[config.mk]
export PLATFORM = sky130hd
export DESIGN_NAME = calendar_date_counter_unit_flat
export DESIGN_NICKNAME = d
export VERILOG_FILES = /design/src/design/cdc_pkg.sv /design/src/design/cdc_if.sv /design/src/design/cdc_rem400.sv /design/src/design/cdc_next_day.sv /design/src/design/calendar_date_counter_unit.sv /design/src/flat_wrapper.sv
export VERILOG_INCLUDE_DIRS = /design/src /design/src/design
export SDC_FILE = /design/constraint.sdc
export NUM_CORES = 1
export LEC_CHECK = 0
export BUFFER_PORTS_ARGS = -buffer_cell sky130_fd_sc_hd__buf_2
export CORE_ASPECT_RATIO = 1.25
export CORE_MARGIN = 8
export CORE_UTILIZATION = 60
export DETAILED_ROUTE_END_ITERATION = 16
export MAX_ROUTING_LAYER = met4
export PLACE_DENSITY = 0.87
export SYNTH_ARGS = -nofsm -noshare
export SYNTH_HDL_FRONTEND = slang
export SYNTH_SLANG_ARGS = --single-unit
[constraint.sdc]
create_clock -name clk_i -period 6.13 [get_ports clk_i]
set_input_delay 0.3065 -clock clk_i [delete_from_list [all_inputs] [get_ports clk_i]]
set_output_delay 0.3065 -clock clk_i [all_outputs]
set_load 0.05 [all_outputs]
[src/design/assert_macros.svh]
// Assertion macros shared by the calendar date counter RTL.
`ifndef ASSERT_MACROS_SVH
`define ASSERT_MACROS_SVH

`ifndef SYNTHESIS
// Check that a property holds on every rising clock edge outside reset.
`define CDC_ASSERT(lbl, clk, rstn, prop) \
  lbl: assert property (@(posedge clk) disable iff (!(rstn)) (prop)) \
    else $error("assertion failed");
// Check that an expression is never true outside reset.
`define CDC_ASSERT_NEVER(lbl, clk, rstn, expr) \
  lbl: assert property (@(posedge clk) disable iff (!(rstn)) !(expr)) \
    else $error("forbidden condition seen");
`else
`define CDC_ASSERT(lbl, clk, rstn, prop)
`define CDC_ASSERT_NEVER(lbl, clk, rstn, expr)
`endif

`endif

[src/design/cdc_pkg.sv]
// Types, constants and calendar helper functions of the date counter.
`timescale 1ns / 1ps
`default_nettype none

package cdc_pkg;

  // Fixed field widths of the request and result channels
  localparam int unsigned DAY_IN_W  = 6;
  localparam int unsigned MONTH_W   = 4;
  localparam int unsigned YEAR_IO_W = 16;
  localparam int unsigned COUNT_IO_W = 10;
  localparam int unsigned DAY_W     = 5;
  localparam int unsigned M400_W    = 9;

  typedef logic [DAY_W-1:0]   day_t;
  typedef logic [MONTH_W-1:0] month_t;
  typedef logic [M400_W-1:0]  m400_t;

  localparam month_t MONTH_MIN = 4'd1;
  localparam month_t MONTH_MAX = 4'd12;
  localparam day_t   DAY_MIN   = 5'd1;
  localparam m400_t  M400_LAST = 9'd399;
  localparam logic [M400_W:0] M400_DIV = 10'd400;

  typedef enum logic [1:0] {
    FUNC_SET  = 2'd0,
    FUNC_PRE  = 2'd1,
    FUNC_POST = 2'd2,
    FUNC_ADD  = 2'd3
  } func_e;

  typedef enum logic [2:0] {
    ST_IDLE,
    ST_REM,
    ST_INC,
    ST_ADD,
    ST_EMIT
  } state_e;

  // Leap year from the year modulo 400
  function automatic logic is_leap(m400_t r);
    logic century;
    century = (r == 9'd100) || (r == 9'd200) || (r == 9'd300);
    return (r[1:0] == 2'b00) && !century;
  endfunction

  // Length of a month; codes outside 1..12 read as 31
  function automatic day_t days_in(month_t m, logic leap);
    day_t len;
    unique case (m) inside
      4'd2:                      len = leap ? 5'd29 : 5'd28;
      4'd4, 4'd6, 4'd9, 4'd11:   len = 5'd30;
      default:                   len = 5'd31;
    endcase
    return len;
  endfunction

endpackage

`default_nettype wire

[src/design/cdc_if.sv]
// Request and result channel interfaces of the date counter.
`timescale 1ns / 1ps
`default_nettype none

interface cdc_in_if;
  logic                               valid;
  logic                               ready;
  logic [1:0]                         func;
  logic [cdc_pkg::DAY_IN_W-1:0]       day_in;
  logic [cdc_pkg::MONTH_W-1:0]        month_in;
  logic [cdc_pkg::YEAR_IO_W-1:0]      year_in;
  logic [cdc_pkg::COUNT_IO_W-1:0]     day_count;

  modport source (output valid, func, day_in, month_in, year_in, day_count, input ready);
  modport sink   (input valid, func, day_in, month_in, year_in, day_count, output ready);
endinterface

interface cdc_out_if;
  logic                               valid;
  logic                               ready;
  logic [cdc_pkg::DAY_W-1:0]          day_out;
  logic [cdc_pkg::MONTH_W-1:0]        month_out;
  logic [cdc_pkg::YEAR_IO_W-1:0]      year_out;

  modport source (output valid, day_out, month_out, year_out, input ready);
  modport sink   (input valid, day_out, month_out, year_out, output ready);
endinterface

`default_nettype wire

[src/design/cdc_rem400.sv]
// Remainder unit: year modulo 400 by reciprocal multiplication in registered stages.
`timescale 1ns / 1ps
`default_nettype none
`include "assert_macros.svh"

module cdc_rem400 #(
  parameter int unsigned YEAR_WIDTH = 16
) (
  input  wire logic                  clk_i,
  input  wire logic                  rst_ni,
  input  wire logic                  start_i,
  input  wire logic [YEAR_WIDTH-1:0] value_i,
  output logic                       done_o,
  output cdc_pkg::m400_t             rem_o
);

  // Quotient as (y * Recip) >> Shift: exact for every y below 2**YEAR_WIDTH, since
  // Recip * 400 exceeds 2**Shift by less than 2**9
  localparam int unsigned Shift  = YEAR_WIDTH + 9;
  localparam int unsigned RecipW = YEAR_WIDTH + 1;
  localparam int unsigned ProdW  = YEAR_WIDTH + RecipW;
  localparam int unsigned QuotW  = ProdW - Shift;
  localparam logic [63:0] Div64  = 64'(cdc_pkg::M400_DIV);
  localparam logic [RecipW-1:0] Recip =
    RecipW'(((64'd1 << Shift) + Div64 - 64'd1) / Div64);

  logic                  val_ok_q;
  logic                  quot_ok_q;
  logic                  rem_ok_q;
  logic [YEAR_WIDTH-1:0] val_q;
  logic [QuotW-1:0]      quot_q;
  cdc_pkg::m400_t        rem_q;

  logic [ProdW-1:0]      prod;
  logic [QuotW-1:0]      quot_d;
  logic [YEAR_WIDTH-1:0] quot_ext;
  logic [YEAR_WIDTH-1:0] quot_x400;
  logic [YEAR_WIDTH-1:0] diff;
  cdc_pkg::m400_t        rem_d;

  // Quotient from the held year, then the remainder as year - 400 * quotient
  // (400 = 256 + 128 + 16)
  always_comb begin
    prod      = ProdW'(val_q) * ProdW'(Recip);
    quot_d    = prod[ProdW-1:Shift];
    quot_ext  = YEAR_WIDTH'(quot_q);
    quot_x400 = (quot_ext << 8) + (quot_ext << 7) + (quot_ext << 4);
    diff      = val_q - quot_x400;
    rem_d     = diff[cdc_pkg::M400_W-1:0];
  end

  // Advance the stage flags and hold the remainder
  always_ff @(posedge clk_i or negedge rst_ni) begin
    if (!rst_ni) begin
      val_ok_q  <= 1'b0;
      quot_ok_q <= 1'b0;
      rem_ok_q  <= 1'b0;
      rem_q     <= '0;
    end else begin
      val_ok_q  <= start_i;
      quot_ok_q <= val_ok_q;
      rem_ok_q  <= quot_ok_q;
      if (quot_ok_q) begin
        rem_q <= rem_d;
      end
    end
  end

  // Hold the year and its quotient
  always_ff @(posedge clk_i) begin
    if (start_i) begin
      val_q <= value_i;
    end
    if (val_ok_q) begin
      quot_q <= quot_d;
    end
  end

  assign done_o = rem_ok_q;
  assign rem_o  = rem_q;

  `CDC_ASSERT(a_rem_range, clk_i, rst_ni, {1'b0, rem_q} < cdc_pkg::M400_DIV)
  `CDC_ASSERT(a_quot_fits, clk_i, rst_ni, quot_ok_q |-> quot_x400 <= val_q)
  `CDC_ASSERT(a_done_follows, clk_i, rst_ni, start_i |-> ##3 rem_ok_q)

endmodule

`default_nettype wire

[src/design/cdc_next_day.sv]
// Shared step unit: the calendar date one day later.
`timescale 1ns / 1ps
`default_nettype none

module cdc_next_day #(
  parameter int unsigned YEAR_WIDTH = 16
) (
  input  wire cdc_pkg::day_t         day_i,
  input  wire cdc_pkg::month_t       month_i,
  input  wire logic [YEAR_WIDTH-1:0] year_i,
  input  wire cdc_pkg::m400_t        m400_i,
  output cdc_pkg::day_t              day_o,
  output cdc_pkg::month_t            month_o,
  output logic [YEAR_WIDTH-1:0]      year_o,
  output cdc_pkg::m400_t             m400_o
);

  cdc_pkg::day_t dmax;

  // Roll day, then month, then year; the year residue follows the year
  always_comb begin
    dmax    = cdc_pkg::days_in(month_i, cdc_pkg::is_leap(m400_i));
    day_o   = day_i + 1'b1;
    month_o = month_i;
    year_o  = year_i;
    m400_o  = m400_i;
    if (day_i >= dmax) begin
      day_o   = cdc_pkg::DAY_MIN;
      month_o = month_i + 1'b1;
      if (month_i >= cdc_pkg::MONTH_MAX) begin
        month_o = cdc_pkg::MONTH_MIN;
        year_o  = year_i + 1'b1;
        if (&year_i) begin
          m400_o = '0;
        end else if (m400_i == cdc_pkg::M400_LAST) begin
          m400_o = '0;
        end else begin
          m400_o = m400_i + 1'b1;
        end
      end
    end
  end

endmodule

`default_nettype wire

[src/design/calendar_date_counter_unit.sv]
// Top level: Gregorian date register with set, increment and add requests.
// Sequence after the accepting edge: increment passes INC and EMIT; add steps one day per
// cycle through the shared step unit while day_count runs down, then EMIT; set waits for
// the year modulo 400 (reciprocal multiplication in the remainder unit), then EMIT. Output
// stalls hold EMIT. One request is in work at a time; the next is taken in the cycle after
// the result enters the output register. Reset gives 1 January of year 0, no result pending.
`timescale 1ns / 1ps
`default_nettype none
`include "assert_macros.svh"

module calendar_date_counter_unit #(
  parameter int unsigned YEAR_WIDTH  = 16,
  parameter int unsigned COUNT_WIDTH = 10
) (
  input  wire logic  clk_i,
  input  wire logic  rst_ni,
  cdc_in_if.sink     in_req_i,
  cdc_out_if.source  out_rsp_o
);

  cdc_pkg::state_e state_q, state_d;

  cdc_pkg::func_e         func_q;
  logic [COUNT_WIDTH-1:0] cnt_q;
  logic [cdc_pkg::DAY_IN_W-1:0] set_day_q;
  cdc_pkg::month_t        set_month_q;

  cdc_pkg::day_t          cur_day_q;
  cdc_pkg::month_t        cur_month_q;
  logic [YEAR_WIDTH-1:0]  cur_year_q;
  cdc_pkg::m400_t         cur_m400_q;

  cdc_pkg::day_t          res_day_q;
  cdc_pkg::month_t        res_month_q;
  logic [YEAR_WIDTH-1:0]  res_year_q;
  cdc_pkg::m400_t         res_m400_q;

  logic                   out_valid_q;
  cdc_pkg::day_t          out_day_q;
  cdc_pkg::month_t        out_month_q;
  logic [cdc_pkg::YEAR_IO_W-1:0] out_year_q;

  logic accept, out_free, rem_done;
  logic in_ready, rem_start, do_inc, do_set, do_step, out_load;
  cdc_pkg::m400_t rem_val;

  cdc_pkg::day_t          nx_day;
  cdc_pkg::month_t        nx_month;
  logic [YEAR_WIDTH-1:0]  nx_year;
  cdc_pkg::m400_t         nx_m400;

  cdc_pkg::month_t        cl_month;
  cdc_pkg::day_t          cl_dmax;
  cdc_pkg::day_t          cl_day;

  assign accept   = in_req_i.valid && in_ready;
  assign out_free = !out_valid_q || out_rsp_o.ready;

  // Year modulo 400 for a new date
  cdc_rem400 #(
    .YEAR_WIDTH(YEAR_WIDTH)
  ) u_rem (
    .clk_i  (clk_i),
    .rst_ni (rst_ni),
    .start_i(rem_start),
    .value_i(YEAR_WIDTH'(in_req_i.year_in)),
    .done_o (rem_done),
    .rem_o  (rem_val)
  );

  // One day forward from the working date
  cdc_next_day #(
    .YEAR_WIDTH(YEAR_WIDTH)
  ) u_step (
    .day_i  (res_day_q),
    .month_i(res_month_q),
    .year_i (res_year_q),
    .m400_i (res_m400_q),
    .day_o  (nx_day),
    .month_o(nx_month),
    .year_o (nx_year),
    .m400_o (nx_m400)
  );

  // Clamp a requested month and day to a valid date
  always_comb begin
    if (set_month_q < cdc_pkg::MONTH_MIN) begin
      cl_month = cdc_pkg::MONTH_MIN;
    end else if (set_month_q > cdc_pkg::MONTH_MAX) begin
      cl_month = cdc_pkg::MONTH_MAX;
    end else begin
      cl_month = set_month_q;
    end
    cl_dmax = cdc_pkg::days_in(cl_month, cdc_pkg::is_leap(rem_val));
    if (set_day_q > {1'b0, cl_dmax}) begin
      cl_day = cl_dmax;
    end else if (set_day_q == '0) begin
      cl_day = cdc_pkg::DAY_MIN;
    end else begin
      cl_day = set_day_q[cdc_pkg::DAY_W-1:0];
    end
  end

  // Next state
  always_comb begin
    state_d = state_q;
    unique case (state_q)
      cdc_pkg::ST_IDLE: begin
        if (accept) begin
          unique case (cdc_pkg::func_e'(in_req_i.func)) inside
            cdc_pkg::FUNC_SET:                     state_d = cdc_pkg::ST_REM;
            cdc_pkg::FUNC_ADD:                     state_d = cdc_pkg::ST_ADD;
            cdc_pkg::FUNC_PRE, cdc_pkg::FUNC_POST: state_d = cdc_pkg::ST_INC;
            default:                               state_d = cdc_pkg::ST_INC;
          endcase
        end
      end
      cdc_pkg::ST_REM:  if (rem_done) state_d = cdc_pkg::ST_EMIT;
      cdc_pkg::ST_INC:  state_d = cdc_pkg::ST_EMIT;
      cdc_pkg::ST_ADD:  if (cnt_q == '0) state_d = cdc_pkg::ST_EMIT;
      cdc_pkg::ST_EMIT: if (out_free) state_d = cdc_pkg::ST_IDLE;
      default:          state_d = cdc_pkg::ST_IDLE;
    endcase
  end

  // Sequencer outputs
  always_comb begin
    in_ready  = 1'b0;
    rem_start = 1'b0;
    do_inc    = 1'b0;
    do_set    = 1'b0;
    do_step   = 1'b0;
    out_load  = 1'b0;
    unique case (state_q)
      cdc_pkg::ST_IDLE: begin
        in_ready  = 1'b1;
        rem_start = in_req_i.valid &&
                    (cdc_pkg::func_e'(in_req_i.func) == cdc_pkg::FUNC_SET);
      end
      cdc_pkg::ST_REM:  do_set   = rem_done;
      cdc_pkg::ST_INC:  do_inc   = 1'b1;
      cdc_pkg::ST_ADD:  do_step  = (cnt_q != '0);
      cdc_pkg::ST_EMIT: out_load = out_free;
      default: ;
    endcase
  end

  assign in_req_i.ready = in_ready;

  // Hold the state
  always_ff @(posedge clk_i or negedge rst_ni) begin
    if (!rst_ni) begin
      state_q <= cdc_pkg::ST_IDLE;
    end else begin
      state_q <= state_d;
    end
  end

  // Stored date: advance on increment, replace on set
  always_ff @(posedge clk_i or negedge rst_ni) begin
    if (!rst_ni) begin
      cur_day_q   <= cdc_pkg::DAY_MIN;
      cur_month_q <= cdc_pkg::MONTH_MIN;
      cur_year_q  <= '0;
      cur_m400_q  <= '0;
    end else if (do_set) begin
      cur_day_q   <= cl_day;
      cur_month_q <= cl_month;
      cur_year_q  <= res_year_q;
      cur_m400_q  <= rem_val;
    end else if (do_inc) begin
      cur_day_q   <= nx_day;
      cur_month_q <= nx_month;
      cur_year_q  <= nx_year;
      cur_m400_q  <= nx_m400;
    end
  end

  // Working date and request fields
  always_ff @(posedge clk_i) begin
    if (accept) begin
      func_q      <= cdc_pkg::func_e'(in_req_i.func);
      cnt_q       <= COUNT_WIDTH'(in_req_i.day_count);
      set_day_q   <= in_req_i.day_in;
      set_month_q <= in_req_i.month_in;
      res_day_q   <= cur_day_q;
      res_month_q <= cur_month_q;
      res_m400_q  <= cur_m400_q;
      if (cdc_pkg::func_e'(in_req_i.func) == cdc_pkg::FUNC_SET) begin
        res_year_q <= YEAR_WIDTH'(in_req_i.year_in);
      end else begin
        res_year_q <= cur_year_q;
      end
    end else if (do_set) begin
      res_day_q   <= cl_day;
      res_month_q <= cl_month;
      res_m400_q  <= rem_val;
    end else if (do_step || (do_inc && (func_q == cdc_pkg::FUNC_PRE))) begin
      res_day_q   <= nx_day;
      res_month_q <= nx_month;
      res_year_q  <= nx_year;
      res_m400_q  <= nx_m400;
      if (do_step) begin
        cnt_q <= cnt_q - 1'b1;
      end
    end
  end

  // Result register: hold until taken
  always_ff @(posedge clk_i or negedge rst_ni) begin
    if (!rst_ni) begin
      out_valid_q <= 1'b0;
    end else if (out_load) begin
      out_valid_q <= 1'b1;
    end else if (out_rsp_o.ready) begin
      out_valid_q <= 1'b0;
    end
  end

  always_ff @(posedge clk_i) begin
    if (out_load) begin
      out_day_q   <= res_day_q;
      out_month_q <= res_month_q;
      out_year_q  <= cdc_pkg::YEAR_IO_W'(res_year_q);
    end
  end

  assign out_rsp_o.valid     = out_valid_q;
  assign out_rsp_o.day_out   = out_day_q;
  assign out_rsp_o.month_out = out_month_q;
  assign out_rsp_o.year_out  = out_year_q;

  `CDC_ASSERT(a_cur_month, clk_i, rst_ni,
              cur_month_q >= cdc_pkg::MONTH_MIN && cur_month_q <= cdc_pkg::MONTH_MAX)
  `CDC_ASSERT(a_cur_day, clk_i, rst_ni,
              cur_day_q >= cdc_pkg::DAY_MIN &&
              cur_day_q <= cdc_pkg::days_in(cur_month_q, cdc_pkg::is_leap(cur_m400_q)))
  `CDC_ASSERT(a_add_keeps, clk_i, rst_ni,
              state_q == cdc_pkg::ST_ADD |=>
              $stable(cur_day_q) && $stable(cur_month_q) && $stable(cur_year_q))
  `CDC_ASSERT_NEVER(a_no_load_busy, clk_i, rst_ni,
                    out_load && out_valid_q && !out_rsp_o.ready)

endmodule

`default_nettype wire
[src/flat_wrapper.sv]
// flat-port wrapper written by rule: the top's interface ports become plain ports
module calendar_date_counter_unit_flat 
#(
  parameter int unsigned YEAR_WIDTH  = 16,
  parameter int unsigned COUNT_WIDTH = 10
)
  (clk_i, rst_ni, in_req_i_valid, in_req_i_func, in_req_i_day_in, in_req_i_month_in, in_req_i_year_in, in_req_i_day_count, in_req_i_ready, out_rsp_o_valid, out_rsp_o_day_out, out_rsp_o_month_out, out_rsp_o_year_out, out_rsp_o_ready);
  cdc_in_if in_req_i_i ();
  cdc_out_if out_rsp_o_i ();
  input  wire logic clk_i;
  input  wire logic rst_ni;
  input wire logic [$bits(in_req_i_i.valid)-1:0] in_req_i_valid;
  input wire logic [$bits(in_req_i_i.func)-1:0] in_req_i_func;
  input wire logic [$bits(in_req_i_i.day_in)-1:0] in_req_i_day_in;
  input wire logic [$bits(in_req_i_i.month_in)-1:0] in_req_i_month_in;
  input wire logic [$bits(in_req_i_i.year_in)-1:0] in_req_i_year_in;
  input wire logic [$bits(in_req_i_i.day_count)-1:0] in_req_i_day_count;
  output wire logic [$bits(in_req_i_i.ready)-1:0] in_req_i_ready;
  output wire logic [$bits(out_rsp_o_i.valid)-1:0] out_rsp_o_valid;
  output wire logic [$bits(out_rsp_o_i.day_out)-1:0] out_rsp_o_day_out;
  output wire logic [$bits(out_rsp_o_i.month_out)-1:0] out_rsp_o_month_out;
  output wire logic [$bits(out_rsp_o_i.year_out)-1:0] out_rsp_o_year_out;
  input wire logic [$bits(out_rsp_o_i.ready)-1:0] out_rsp_o_ready;
  assign in_req_i_i.valid = in_req_i_valid;
  assign in_req_i_i.func = in_req_i_func;
  assign in_req_i_i.day_in = in_req_i_day_in;
  assign in_req_i_i.month_in = in_req_i_month_in;
  assign in_req_i_i.year_in = in_req_i_year_in;
  assign in_req_i_i.day_count = in_req_i_day_count;
  assign in_req_i_ready = in_req_i_i.ready;
  assign out_rsp_o_valid = out_rsp_o_i.valid;
  assign out_rsp_o_day_out = out_rsp_o_i.day_out;
  assign out_rsp_o_month_out = out_rsp_o_i.month_out;
  assign out_rsp_o_year_out = out_rsp_o_i.year_out;
  assign out_rsp_o_i.ready = out_rsp_o_ready;
  calendar_date_counter_unit #(.YEAR_WIDTH(YEAR_WIDTH), .COUNT_WIDTH(COUNT_WIDTH)) u_core (.clk_i(clk_i), .rst_ni(rst_ni), .in_req_i(in_req_i_i), .out_rsp_o(out_rsp_o_i));
endmodule
# Word level (Yosys, flattened, before mapping)
# Index checks and enable logic that the tools add are counted.
# word_totals
regBits	152
input_bits	42
out_inout_bits	27
wordCells	153
# classes
add_sub_neg	8
multipliers	1
order_cmp	5
eq_ne	28
n_mux	56
n_reduce_logical	32
# ops
op	count
2-to-1 mux 16 bit	8
2-to-1 mux 9 bit	9
2-to-1 mux 10 bit	4
2-to-1 mux 5 bit	8
2-to-1 mux 4 bit	9
multiplier 16 x 17 -> 30 bit, second input constant	1
equality test 9 bit, second input constant	3
adder 9 bit	2
equality test 9 x 7 -> 1 bit, second input constant	2
equality test 9 x 8 -> 1 bit, second input constant	2
adder 16 x 1 -> 16 bit, second input constant	1
equality test 4 x 3 -> 1 bit, second input constant	4
equality test 4 bit, second input constant	4
AND reduction 16 bit	1
one-hot mux 3 bit (5 select lines)	1
2-to-1 mux 3 bit	4
zero test 10 bit	1
2-to-1 mux 1 bit	10
one-hot mux 5 bit (2 select lines)	1
nonzero test 10 bit	1
subtractor 10 x 1 -> 10 bit, second input constant	1
adder 9 x 1 -> 9 bit, second input constant	1
subtractor 9 bit	1
equality test 4 x 2 -> 1 bit, second input constant	2
other kinds (27)	49

# Depth between registers and ports, before layout
# Gate-level depths: netlist (run 1).
# logic_depth
ltp_word	12
depth_mapped	19
ltp_nobuf	19

# Modules after synthesis
# From an unflattened synthesis (run 1), not the netlist that was laid out.
# unflattened
cells_unflattened	1122
area_unflattened_um2	12112.9
# by_module_without_submodules
mod	n_inst	cells_per_inst	area_each_um2	seq_area_each_um2
cdc_rem400	1	512	5695.5	930.9
calendar_date_counter_unit	1	462	5372.7	3385.7
cdc_next_day	1	148	1044.8	0.0

# Worst setup path before layout (run 1)
# No wires, ideal clock.
# synth_timing
kind	register -> register
start	register u_core.u_rem.val_q[14]
end	register u_core.u_rem.quot_q[2] (data pin)
setup_time_ps	261
arrival_ps	5401
t_required_ps	5869
path_slack_ps	468
path_stages_with_launch	17
path_buffers	0
synth_period_minus_slack_ps	5662
path_cell_list	edfxtp_1 > fa_1 > inv_1 > fa_1 > inv_1 > fa_1 > fa_1 > fa_1 > inv_1 > fa_1 > inv_1 > ha_1 > a2111oi_0 > a21oi_1 > o41ai_1 > a21oi_1 > a311o_1
# synth_between
elab_chain_len	1
# synth_lines
element	line_no	text
start: declaration	cdc_rem400.sv:30	logic [YEAR_WIDTH-1:0] val_q;
start signal: assignment	cdc_rem400.sv:72	val_q <= value_i;
multiplier 16 x 17 -> 30 bit	cdc_rem400.sv:44	prod = ProdW'(val_q) * ProdW'(Recip);
via u_core.u_rem.prod[27]	cdc_rem400.sv:34	logic [ProdW-1:0] prod;
end signal: assignment	cdc_rem400.sv:75	quot_q <= quot_d;
end: declaration	cdc_rem400.sv:31	logic [QuotW-1:0] quot_q;
# The timed path passes the listed nets, and every way through them passes these cells.
# A chain may end at the register's enable or synchronous reset.

# Worst setup path after layout (run 1)
# layout_timing
start	register u_core.u_rem.val_q[13]
end	register u_core.u_rem.quot_q[2] (data pin)
# Same word-level chain as after synthesis.

==> results.py, run 1 <==
metrics = {
    "run_status": {
        "status": "finished with violations",
        "violations": "hold timing",
    },
    "worst_setup_path": {
        "path_class": "flip-flop to flip-flop",
        "cp-start-kind": "flip-flop",
        "crit_arrival_ns": 6.11,
        "reg2reg_depth": 17,
        "end_kind": "flip-flop",
        "reg2reg_from": "u_core.u_rem.val_q[13]$_DFFE_PP_",
        "reg2reg_slack_ns": 0.19,
        "cp_slowest_cell": "fa_1",
        "cp_slowest_stage_delay_ns": 0.61,
        "crit_fanout": 3,
        "cp_cell_sequence": "fa_1 -> inv_1 -> fa_1 -> inv_1 -> fa_1 -> fa_1 -> fa_1 -> inv_1 -> fa_1 -> inv_1 -> ha_1 -> a2111oi_1 -> a21oi_1 -> o41ai_1 -> buf_4 -> a21oi_1 -> a311o_1",
        "r2r_end": "u_core.u_rem.quot_q[2]$_DFFE_PP_",
        "worstPathRequired_ns": 6.30,
        "crit_top_cell": "fa_1",
    },
    "layout": {
        "mostFrequentLayoutCells": "207 x inv_1, 144 x ha_1, 102 x edfxtp_1",
        "syn_to_final_growth_pct": 10.17,
        "diodes": 0,
        "final_common_cell": "inv_1",
        "fin_util": 0.6694,
        "drive_gt1_frac": 0.1222,
        "fin_area_sq_mm": 0.01336,
        "nets": 1496,
    },
    "routing": {
        "first_pass_iters": 7,
        "num_vias": 8951,
        "drtIter0Drc": 797,
        "wl_mm": 29.69,
        "drtAntennaViolNets": 0,
        "wl_per_cell_microns": 19.83,
        "via_per_inst": 5.979,
        "drc": 0,
    },
    "die": {
        "initial_utilization": 0.6076,
        "core_area_sq_mm": 0.01996,
        "io-pin-count": 69,
        "die_area_sq_mm": 0.02504,
        "die_w_microns": 143.2,
        "rows": 58,
        "die_y_microns": 174.9,
    },
    "power_and_ir_drop": {
        "p_int_mw": 3.908,
        "power_switching_mw": 3.313,
        "power_leakage_nw": 6.123,
        "powerDensity_mw_per_mm2": 540.5,
        "seqPwrFrac": 0.283,
        "swShare": 0.4588,
        "ir_drop_v": 0.0003180,
        "pwr-share-clk": 0.141,
        "combPwrFrac": 0.576,
    },
    "clock_network": {
        "clockBufferDepth": 2,
        "clk_pin_slew_worst_paths_ns": 0.07,
        "clock_latency_ns": 0.43,
        "htreeDepth": 4,
        "cts_buffers": 17,
        "cts_hold_buf": 0,
        "cts.sinks": 152,
        "cts-root-buf": "clkbuf_16",
        "cts_tree": "done",
    },
    "sta": {
        "worst_pin_slew_ns": 1.229,
        "hold_ws_ns": -0.01232,
        "finalSetupViolations": 0,
        "finalSetupTns_ns": 0,
        "final_max_slew_viol_count": 0,
        "relSlewSlack": 0.1785,
        "grt_setup_unrepaired": "false",
        "skew_ns": 0.008254,
        "min_period_ns": 5.937,
        "fmax_mhz": 168.4,
        "hold_viol": 5,
        "fin_crit_sh": 0.9685,
    },
    "placement": {
        "dpl.hpwl_mm": 22.88,
        "port_buffers": 68,
        "place_area_sq_mm": 0.01278,
        "place_congestion": 0.9922,
    },
    "global_route": {
        "grt_start_max_net_pins": 59,
        "grt_pass1_vias": 9492,
        "grt_pass1_wl_mm": 48.22,
        "gr-total-overflow": 0,
        "track_usage": 0.2557,
        "antenna_found_initial": 0,
    },
    "synth": {
        "yosys_most_used_dff": "edfxtp_1",
        "ys_warn_count": 0,
        "yosysSeqAreaShare": 0.3560,
        "avgSynthCellArea_sq_um": 10.57,
        "syn-cell-area_sq_mm": 0.01213,
        "async_flop_share": 0.3289,
        "synth_cells": 1147,
        "synth_seq_cells": 152,
        "ys_types": 71,
        "syn-num-nets": 1429,
        "synth_edf_count": 102,
    },
    "flow_run": {
        "max_cap_violations": 0,
    },
    "worst_hold_path": {
        "hold_class": "primary input to async pin",
    },
}
-- cells by family after synthesis --
| family | Yosys count | synth area share |
|---|---|---|
| buffers and inverters | 241 | 0.07502 |
| flip-flops | 152 | 0.3560 |
| XOR/XNOR | 42 | 0.03034 |
| adder cells (fa/ha/maj) | 240 | 0.3071 |
| multiplexers | 20 | 0.01816 |
| AO/OA/AOI/OAI | 201 | 0.1068 |
| AND/OR/NAND/NOR | 251 | 0.1066 |
-- Yosys cell counts (2+ instances only) --
| cell | number | area [sq um] |
|---|---|---|
| nor2_1 | 55 | 206.5 |
| nor2b_1 | 16 | 100.1 |
| or3b_2 | 2 | 17.52 |
| o311ai_0 | 2 | 17.52 |
| and2_1 | 3 | 18.77 |
| o21a_1 | 3 | 22.52 |
| o21ai_0 | 52 | 260.3 |
| dfrtp_1 | 48 | 1201 |
| nor4b_1 | 3 | 26.28 |
| a311o_1 | 2 | 20.02 |
| a21oi_1 | 49 | 245.2 |
| a221o_1 | 9 | 90.09 |
| nand2b_1 | 8 | 50.05 |
| or4_1 | 3 | 22.52 |
| a211oi_1 | 14 | 105.1 |
| a31o_2 | 3 | 26.28 |
| ha_1 | 144 | 1802 |
| a22o_1 | 2 | 17.52 |
| o211ai_1 | 11 | 82.58 |
| edfxtp_1 | 102 | 3063 |
| nand2_1 | 60 | 225.2 |
| nor4_1 | 7 | 43.79 |
| a22oi_1 | 11 | 82.58 |
| fa_1 | 96 | 1922 |
| nor3_1 | 18 | 90.09 |
| or2_2 | 4 | 25.02 |
| and3_1 | 10 | 62.56 |
| mux2i_1 | 7 | 70.07 |
| xor2_1 | 11 | 96.34 |
| inv_1 | 207 | 777.0 |
| or3_1 | 3 | 18.77 |
| nand4_1 | 21 | 131.4 |
| a21o_1 | 10 | 75.07 |
| dfstp_2 | 2 | 52.55 |
| a31oi_1 | 14 | 87.58 |
| buf_2 | 3 | 15.01 |
| nand3_1 | 24 | 120.1 |
| xnor2_1 | 31 | 271.5 |
| clkbuf_1 | 29 | 108.9 |
| mux2_2 | 12 | 135.1 |
| nand3b_1 | 3 | 22.52 |
| o31a_1 | 4 | 35.03 |
-- sequential cells by signal (all words and copies together) (netlist names), 2 cells and up --
name and cells:
u_core.res_month_q 4, u_core.out_rsp_o.year_out 16, u_core.set_day_q 6, u_core.cur_month_q 4, u_core.res_day_q 5, u_core.out_rsp_o.day_out 5
u_core.u_rem.rem_o 9, u_core.cur_day_q 5, u_core.out_rsp_o.month_out 4, u_core.cur_m400_q 9, u_core.state_q 3, u_core.u_rem.val_q 16
u_core.set_month_q 4, u_core.res_m400_q 9, u_core.u_rem.quot_q 5, u_core.res_year_q 16, u_core.cur_year_q 16, u_core.cnt_q 10
u_core.func_q 2
-- timing repair --
item,4_1_cts,5_1_grt
resized for setup,0,1
setup endpoints to repair,0,1
setup buffers,0,0
-- worst max path at each step --
stage                                          start                          endpoint  slack [ns]  depth (start not counted)
floorplan           u_core.u_rem.val_q[14]$_DFFE_PP_  u_core.u_rem.quot_q[2]$_DFFE_PP_        0.47                         16
global placement    u_core.u_rem.val_q[13]$_DFFE_PP_  u_core.u_rem.quot_q[2]$_DFFE_PP_        0.35                         17
detailed placement  u_core.u_rem.val_q[13]$_DFFE_PP_  u_core.u_rem.quot_q[2]$_DFFE_PP_        0.19                         17
CTS                 u_core.u_rem.val_q[13]$_DFFE_PP_  u_core.u_rem.quot_q[2]$_DFFE_PP_        0.17                         17
global route        u_core.u_rem.val_q[13]$_DFFE_PP_  u_core.u_rem.quot_q[2]$_DFFE_PP_       0.005                         17
finish              u_core.u_rem.val_q[13]$_DFFE_PP_  u_core.u_rem.quot_q[2]$_DFFE_PP_        0.19                         17
-- metrics by stage --
| stage | hold WS [ns] | power (mW) | setup slack (ns) | cells |
|---|---|---|---|---|
| finish | -0.01232 | 7.220 | 0.1932 | 1497 |
| global route | 0.03862 | 7.874 | 0.005317 | 1497 |
| CTS | 0.02177 | 7.193 | 0.1728 | 1497 |
| detailed placement | 0.4742 | 6.123 | 0.1929 | 1465 |
| global placement | 0.4628 | 5.905 | 0.3534 | 1465 |
| floorplan | 0.01091 | 5.031 | 0.4679 | 1147 |
-- critical path, delay by kind of cell, from the launching register on --
family | cells | cell delay (ns)
DFF | 1 | 0.43
buffers and inverters | 5 | 0.46
AOI/OAI and AO/OA | 5 | 1.24
adders and majority gates | 7 | 3.54
-- per-layer routing --
layer  track usage  wire length (microns)  vias to the layer above
li1              -                      -                     4087
met1        0.2771                  11050                     4363
met2        0.4471                  15520                      392
met3       0.03413                   1519                      109
met4        0.1323                   1603                        0
met5             -                      0                        -
-- final cells by class --
class / instances / area [sq um]
timing repair buffer: 82 / 445.4
clock inverter: 15 / 148.9
fill: 1423 / 6598
clock buffer: 17 / 425.4
sequential: 152 / 4317
inverter: 207 / 777.0
multi-input combinational: 754 / 6908
tap: 270 / 337.8
-- power by group through the flow --
| stage | clock network (mW) | logic, mW | registers (mW) |
|---|---|---|---|
| final | 1.02 | 4.16 | 2.04 |
| after global routing | 1.06 | 4.73 | 2.08 |
| after CTS | 1.02 | 4.15 | 2.02 |
| after detailed placement | 0 | 4.09 | 2.03 |
| after global placement | 0 | 3.89 | 2.01 |
| after floorplan | 0 | 3.02 | 2.01 |
Power figures use the tool's default switching activity.
==> run 2, diff against run 1 <==
CTS_BUF_LIST = sky130_fd_sc_hd__clkbuf_8   (was not set)
==> run 2 against run 1 <==
Design area is 1.0% lower. Fmax is 0.29% lower. Flip-flop and latch count stayed put. Critical path type unchanged. Die area stayed put. Worst setup slack worse by 0.017 ns. The run now ends clean. Clock-buffer cell count stayed put. Via count is 0.76% lower. Register-to-register slack worse by 0.02 ns. Wire length is 2.2% lower. Power is 4.1% lower. Combinational power hardly changed.
==> results.py, run 2 (synthesis gave the netlist of run 1 again) <==
metrics = {
    "worst_hold_path": {
        "hold_depth": 1,
        "hold_path_end": "u_core.set_day_q[1]$_DFFE_PP_",
        "hold_class": "primary input to flip-flop",
        "min_from": "in_req_i_day_in[1]",
    },
    "power_and_ir_drop": {
        "power_leakage_nw": 6.056,
        "ir_drop_v": 0.0003069,
        "powerDensity_mw_per_mm2": 523.6,
    },
    "die": {
        "die_w_microns": 143.2,
        "core_area_sq_mm": 0.01996,
        "io-pin-count": 69,
        "die_y_microns": 174.9,
        "initial_utilization": 0.6076,
        "die_area_sq_mm": 0.02504,
        "rows": 58,
    },
    "global_route": {
        "grt_pass1_vias": 9427,
        "track_usage": 0.2496,
        "antenna_found_initial": 0,
        "grt_start_max_net_pins": 59,
        "gr-total-overflow": 0,
        "grt_pass1_wl_mm": 47.20,
    },
    "placement": {
        "place_congestion": 0.9922,
        "place_area_sq_mm": 0.01278,
        "port_buffers": 68,
        "place_inst": 1465,
        "place_ws_ns": 0.1929,
        "dpl.hpwl_mm": 22.88,
    },
    "routing": {
        "drtAntennaViolNets": 0,
        "drtIter0Drc": 814,
        "num_vias": 8883,
        "via_per_inst": 5.914,
        "first_pass_iters": 8,
        "drc": 0,
        "wl_per_cell_microns": 19.34,
        "wl_mm": 29.05,
    },
    "worst_setup_path": {
        "crit_fanout": 3,
        "worstPathRequired_ns": 6.34,
        "crit_arrival_ns": 6.16,
        "reg2reg_depth": 17,
        "crit_top_cell": "fa_1",
        "cp_slowest_cell": "fa_1",
        "path_class": "flip-flop to flip-flop",
        "reg2reg_from": "u_core.u_rem.val_q[13]$_DFFE_PP_",
        "cp_slowest_stage_delay_ns": 0.61,
        "cp_cell_sequence": "fa_1 -> inv_1 -> fa_1 -> inv_1 -> fa_1 -> fa_1 -> fa_1 -> inv_1 -> fa_1 -> inv_1 -> ha_1 -> a2111oi_1 -> a21oi_1 -> o41ai_1 -> buf_4 -> a21oi_1 -> a311o_1",
        "cp-start-kind": "flip-flop",
        "r2r_end": "u_core.u_rem.quot_q[2]$_DFFE_PP_",
        "reg2reg_slack_ns": 0.18,
        "crit_family": "adder cells",
        "critPathBufInv": 5,
        "end_kind": "flip-flop",
    },
    "sta": {
        "finalSetupTns_ns": 0,
        "relSlewSlack": 0.2363,
        "timing.final.ws_setup_ns": 0.1758,
        "hold_viol": 0,
        "skew_ns": 0.01329,
        "grt_setup_unrepaired": "false",
        "fin_crit_sh": 0.9713,
        "hold_ws_ns": 0.01526,
        "final_max_slew_viol_count": 0,
        "finalSetupViolations": 0,
        "worst_pin_slew_ns": 1.142,
        "min_period_ns": 5.954,
        "fmax_mhz": 167.9,
    },
    "clock_network": {
        "cts_buffers": 17,
        "cts-root-buf": "clkbuf_8",
        "clk_pin_slew_worst_paths_ns": 0.10,
        "clock_latency_ns": 0.46,
        "clockBufferDepth": 2,
        "cts_setup_buffers": 0,
        "htreeDepth": 4,
        "cts_tree": "done",
        "cts.sinks": 152,
    },
    "layout": {
        "diodes": 0,
        "register_area_sq_mm": 0.004317,
        "fin_area_sq_mm": 0.01322,
        "final_cells": 1502,
        "final_common_cell": "inv_1",
        "nFillCells": 1469,
        "drive_gt1_frac": 0.1226,
        "nets": 1501,
        "mostFrequentLayoutCells": "207 x inv_1, 144 x ha_1, 102 x edfxtp_1",
        "syn_to_final_growth_pct": 9.060,
        "multi_input_area_sq_mm": 0.006914,
    },
    "flow_run": {
        "max_cap_violations": 0,
    },
    "run_status": {
        "status": "completed",
    },
}
-- run 2: cell count changes in the layout (fill, tap and decap cells not counted) --
cell,change
clkbuf_16,-17
dlygate4sd3_1,+5
nor4_2,+1
clkbuf_8,+17
nor4_1,-1
-- run 2: layer usage --
metal / track usage / wire length [microns] / up-vias
met5: - / 0 / -
met4: 0.1238 / 1445 / 0
met3: 0.03495 / 1336 / 94
met2: 0.4386 / 15400 / 353
met1: 0.2698 / 10860 / 4338
li1: - / - / 4098
-- run 2: worst max path at each step --
stage                                                start                          endpoint  depth (start not counted)
after floorplan           u_core.u_rem.val_q[14]$_DFFE_PP_  u_core.u_rem.quot_q[2]$_DFFE_PP_                         16
after global placement    u_core.u_rem.val_q[13]$_DFFE_PP_  u_core.u_rem.quot_q[2]$_DFFE_PP_                         17
after detailed placement  u_core.u_rem.val_q[13]$_DFFE_PP_  u_core.u_rem.quot_q[2]$_DFFE_PP_                         17
after CTS                 u_core.u_rem.val_q[13]$_DFFE_PP_  u_core.u_rem.quot_q[2]$_DFFE_PP_                         17
after global routing      u_core.u_rem.val_q[13]$_DFFE_PP_  u_core.u_rem.quot_q[2]$_DFFE_PP_                         17
final                     u_core.u_rem.val_q[13]$_DFFE_PP_  u_core.u_rem.quot_q[2]$_DFFE_PP_                         17
-- run 2: stage by stage --
| stage | total power [mW] | util |
|---|---|---|
| global placement | 5.905 | 0.6406 |
| CTS | 6.891 | 0.6603 |
| detailed placement | 6.123 | 0.6406 |
| finish | 6.924 | 0.6626 |
| global route | 7.591 | 0.6626 |
| floorplan | 5.031 | - |
-- run 2: area by class of cell --
type | instances | share of cell area
Multi-Input combinational cell | 754 | 0.5229
Tap cell | 270 | 0.02555
Inverter | 207 | 0.05876
Clock buffer | 17 | 0.01769
Clock inverter | 15 | 0.01126
Timing Repair Buffer | 87 | 0.03747
Sequential cell | 152 | 0.3264
-- run 2: worst reg2reg max path, cell delays in order, from the launching register on --
cell       delay, ns
edfxtp_1        0.44
fa_1            0.61
inv_1           0.12
fa_1            0.51
inv_1           0.05
fa_1            0.51
fa_1            0.52
fa_1            0.54
inv_1           0.05
fa_1            0.53
inv_1           0.05
ha_1            0.32
a2111oi_1       0.36
a21oi_1         0.12
o41ai_1         0.39
buf_4           0.20
a21oi_1         0.06
a311o_1         0.31
-- run 2: repair_timing --
action / CTS / global route
gates resized for setup: 0 / 2
setup endpoints to repair: 0 / 1
hold buffers: 1 / 4
hold endpoints to repair: 28 / 4
-- run 2: report_power, final --
part,internal (mW),switching (mW),total (mW)
Sequential,1.64,0.392,2.03
Clock,0.304,0.442,0.747
Combinational,1.73,2.42,4.15
==> run 3, diff against run 2 <==
CORE_UTILIZATION = 52   (was 60)
PLACE_DENSITY = 0.78   (was 0.87)
clock period = 6.9 ns   (was 6.13 ns; I/O delays follow)
==> run 3 against run 2 <==
Wire length shrank 0.59%. Die area grew 14%. Clock-buffer cell count is the same. Global-route usage shrank 3.9 points. Critical path depth shrank 1. Via count shrank 2.0%. Largest power group unchanged. Flip-flop and latch count is the same. Register-to-register slack gained 0.52 ns. Sequential share of layout area grew 0.11 points. Design area shrank 0.34%.
==> results.py, run 3 (synthesis gave the netlist of run 1 again) <==
metrics = {
    "routing": {
        "drtIter0Drc": 506,
        "first_pass_iters": 5,
        "drtAntennaViolNets": 0,
        "num_vias": 8705,
        "wl_per_cell_microns": 19.12,
        "drc": 0,
        "via_per_inst": 5.765,
        "wl_mm": 28.88,
    },
    "clock_network": {
        "clk_pin_slew_worst_paths_ns": 0.09,
        "cts.sinks": 152,
        "cts_hold_buf": 0,
        "clockBufferDepth": 2,
        "cts_tree": "done",
        "htreeDepth": 4,
        "cts_setup_buffers": 0,
        "clock_latency_ns": 0.45,
        "cts_resized": 0,
        "cts-root-buf": "clkbuf_8",
        "cts_buffers": 17,
    },
    "worst_setup_path": {
        "cp_cell_sequence": "fa_1 -> inv_1 -> fa_1 -> inv_1 -> fa_1 -> fa_1 -> fa_1 -> inv_1 -> fa_1 -> inv_1 -> ha_1 -> a2111oi_0 -> a21oi_1 -> o41ai_1 -> a21oi_1 -> a311o_1",
        "cp-start-kind": "flip-flop",
        "reg2reg_from": "u_core.u_rem.val_q[14]$_DFFE_PP_",
        "critical_path.startpoint": "u_core.u_rem.val_q[14]$_DFFE_PP_",
        "crit_family": "adder cells",
        "crit_arrival_ns": 6.41,
        "crit_top_cell": "fa_1",
        "reg2reg_slack_ns": 0.70,
        "critPathBufInv": 4,
        "cp_slowest_cell": "fa_1",
        "worstPathRequired_ns": 7.11,
        "end_kind": "flip-flop",
        "cp_slowest_stage_delay_ns": 0.59,
        "path_class": "flip-flop to flip-flop",
        "crit_fanout": 6,
    },
    "power_and_ir_drop": {
        "powerDensity_mw_per_mm2": 468.1,
        "ir_drop_v": 0.0003789,
        "power_leakage_nw": 6.016,
    },
    "die": {
        "io-pin-count": 69,
        "die_w_microns": 152.6,
        "core_area_sq_mm": 0.02296,
        "initial_utilization": 0.5281,
        "rows": 62,
        "die_y_microns": 186.7,
        "die_area_sq_mm": 0.02849,
    },
    "layout": {
        "diodes": 0,
        "register_area_sq_mm": 0.004317,
        "multi_input_area_sq_mm": 0.006907,
        "nFillCells": 1941,
        "mostFrequentLayoutCells": "207 x inv_1, 144 x ha_1, 102 x edfxtp_1",
        "fin_area_sq_mm": 0.01318,
        "drive_gt1_frac": 0.1162,
        "syn_to_final_growth_pct": 8.689,
        "final_cells": 1510,
        "nets": 1491,
        "final_common_cell": "inv_1",
    },
    "placement": {
        "place_area_sq_mm": 0.01277,
        "place_inst": 1478,
        "place_congestion": 0.9820,
        "port_buffers": 68,
        "dpl.hpwl_mm": 22.47,
    },
    "global_route": {
        "gr-total-overflow": 0,
        "track_usage": 0.2108,
        "grt_pass1_wl_mm": 46.42,
        "grt_start_max_net_pins": 53,
        "antenna_found_initial": 0,
        "grt_pass1_vias": 9059,
    },
    "sta": {
        "fin_crit_sh": 0.8984,
        "hold_viol": 0,
        "final_max_slew_viol_count": 0,
        "relSlewSlack": 0.2159,
        "min_period_ns": 6.199,
        "finalSetupTns_ns": 0,
        "worst_pin_slew_ns": 1.173,
        "finalSetupViolations": 0,
        "hold_ws_ns": 0.005738,
        "fmax_mhz": 161.3,
        "grt_setup_unrepaired": "false",
        "skew_ns": 0.01145,
    },
    "run_status": {
        "status": "completed",
    },
    "worst_hold_path": {
        "hold_class": "primary input to async pin",
    },
    "flow_run": {
        "max_cap_violations": 0,
    },
}
-- run 3: cell types whose count changed in the layout (fill, tap and decap cells not counted), sizes merged --
cell	previous run	this run
buf	82	77
dlygate4sd3	5	0
clkinv	2	6
inv	218	210
bufinv	0	3
clkinvlp	2	3
-- run 3: report_power, final --
group	switching, mW	internal, mW	total [mW]
Clock	0.347	0.358	0.705
Sequential	0.346	1.46	1.80
Combinational	2.15	1.52	3.66
Total	2.84	3.33	6.17
-- run 3: layout make-up --
cell class / count / share of cell area
Clock buffer: 17 / 0.01775
Clock inverter: 15 / 0.01339
Inverter: 207 / 0.05896
Multi-Input combinational cell: 754 / 0.5241
Sequential cell: 152 / 0.3275
Tap cell: 288 / 0.02734
Timing Repair Buffer: 77 / 0.03095
-- run 3: per-stage QoR --
stage	setup slack [ns]	power [mW]	utilization
2_1_floorplan	1.238	4.470	-
3_3_place_gp	0.9425	5.278	0.5561
5_1_grt	0.4934	6.774	0.5739
3_5_place_dp	0.7557	5.470	0.5561
6_report	0.7008	6.169	0.5739
4_1_cts	0.7695	6.200	0.5739
-- run 3: path summary, 6_finish.rpt --
kind / endpoint / depth (start not counted)
setup / recovery: u_core.u_rem.quot_q[2]$_DFFE_PP_ / 16
hold / removal: u_core.cur_day_q[1]$_DFFE_PN0P_ / 2
setup reg to reg: u_core.u_rem.quot_q[2]$_DFFE_PP_ / 16
hold reg to reg: u_core.cur_month_q[3]$_DFFE_PN0P_ / 2
max in group asynchronous: u_core.cur_m400_q[6]$_DFFE_PN0P_ / 2
min in group clk_i: u_core.set_day_q[5]$_DFFE_PP_ / 1
-- run 3: worst reg2reg max path, cell delays in order (launching register included) --
cell	delay (ns)
edfxtp_1	0.52
fa_1	0.59
inv_1	0.11
fa_1	0.52
inv_1	0.07
fa_1	0.52
fa_1	0.52
fa_1	0.54
inv_1	0.06
fa_1	0.55
inv_1	0.05
ha_1	0.31
a2111oi_0	0.37
a21oi_1	0.12
o41ai_1	0.58
a21oi_1	0.16
a311o_1	0.36
-- run 3: routing by layer --
layer / global-route usage / part of all wire
met3: 0.02890 / 0.046
met2: 0.3788 / 0.53
met1: 0.2309 / 0.39
met5: - / 0
met4: 0.08772 / 0.038
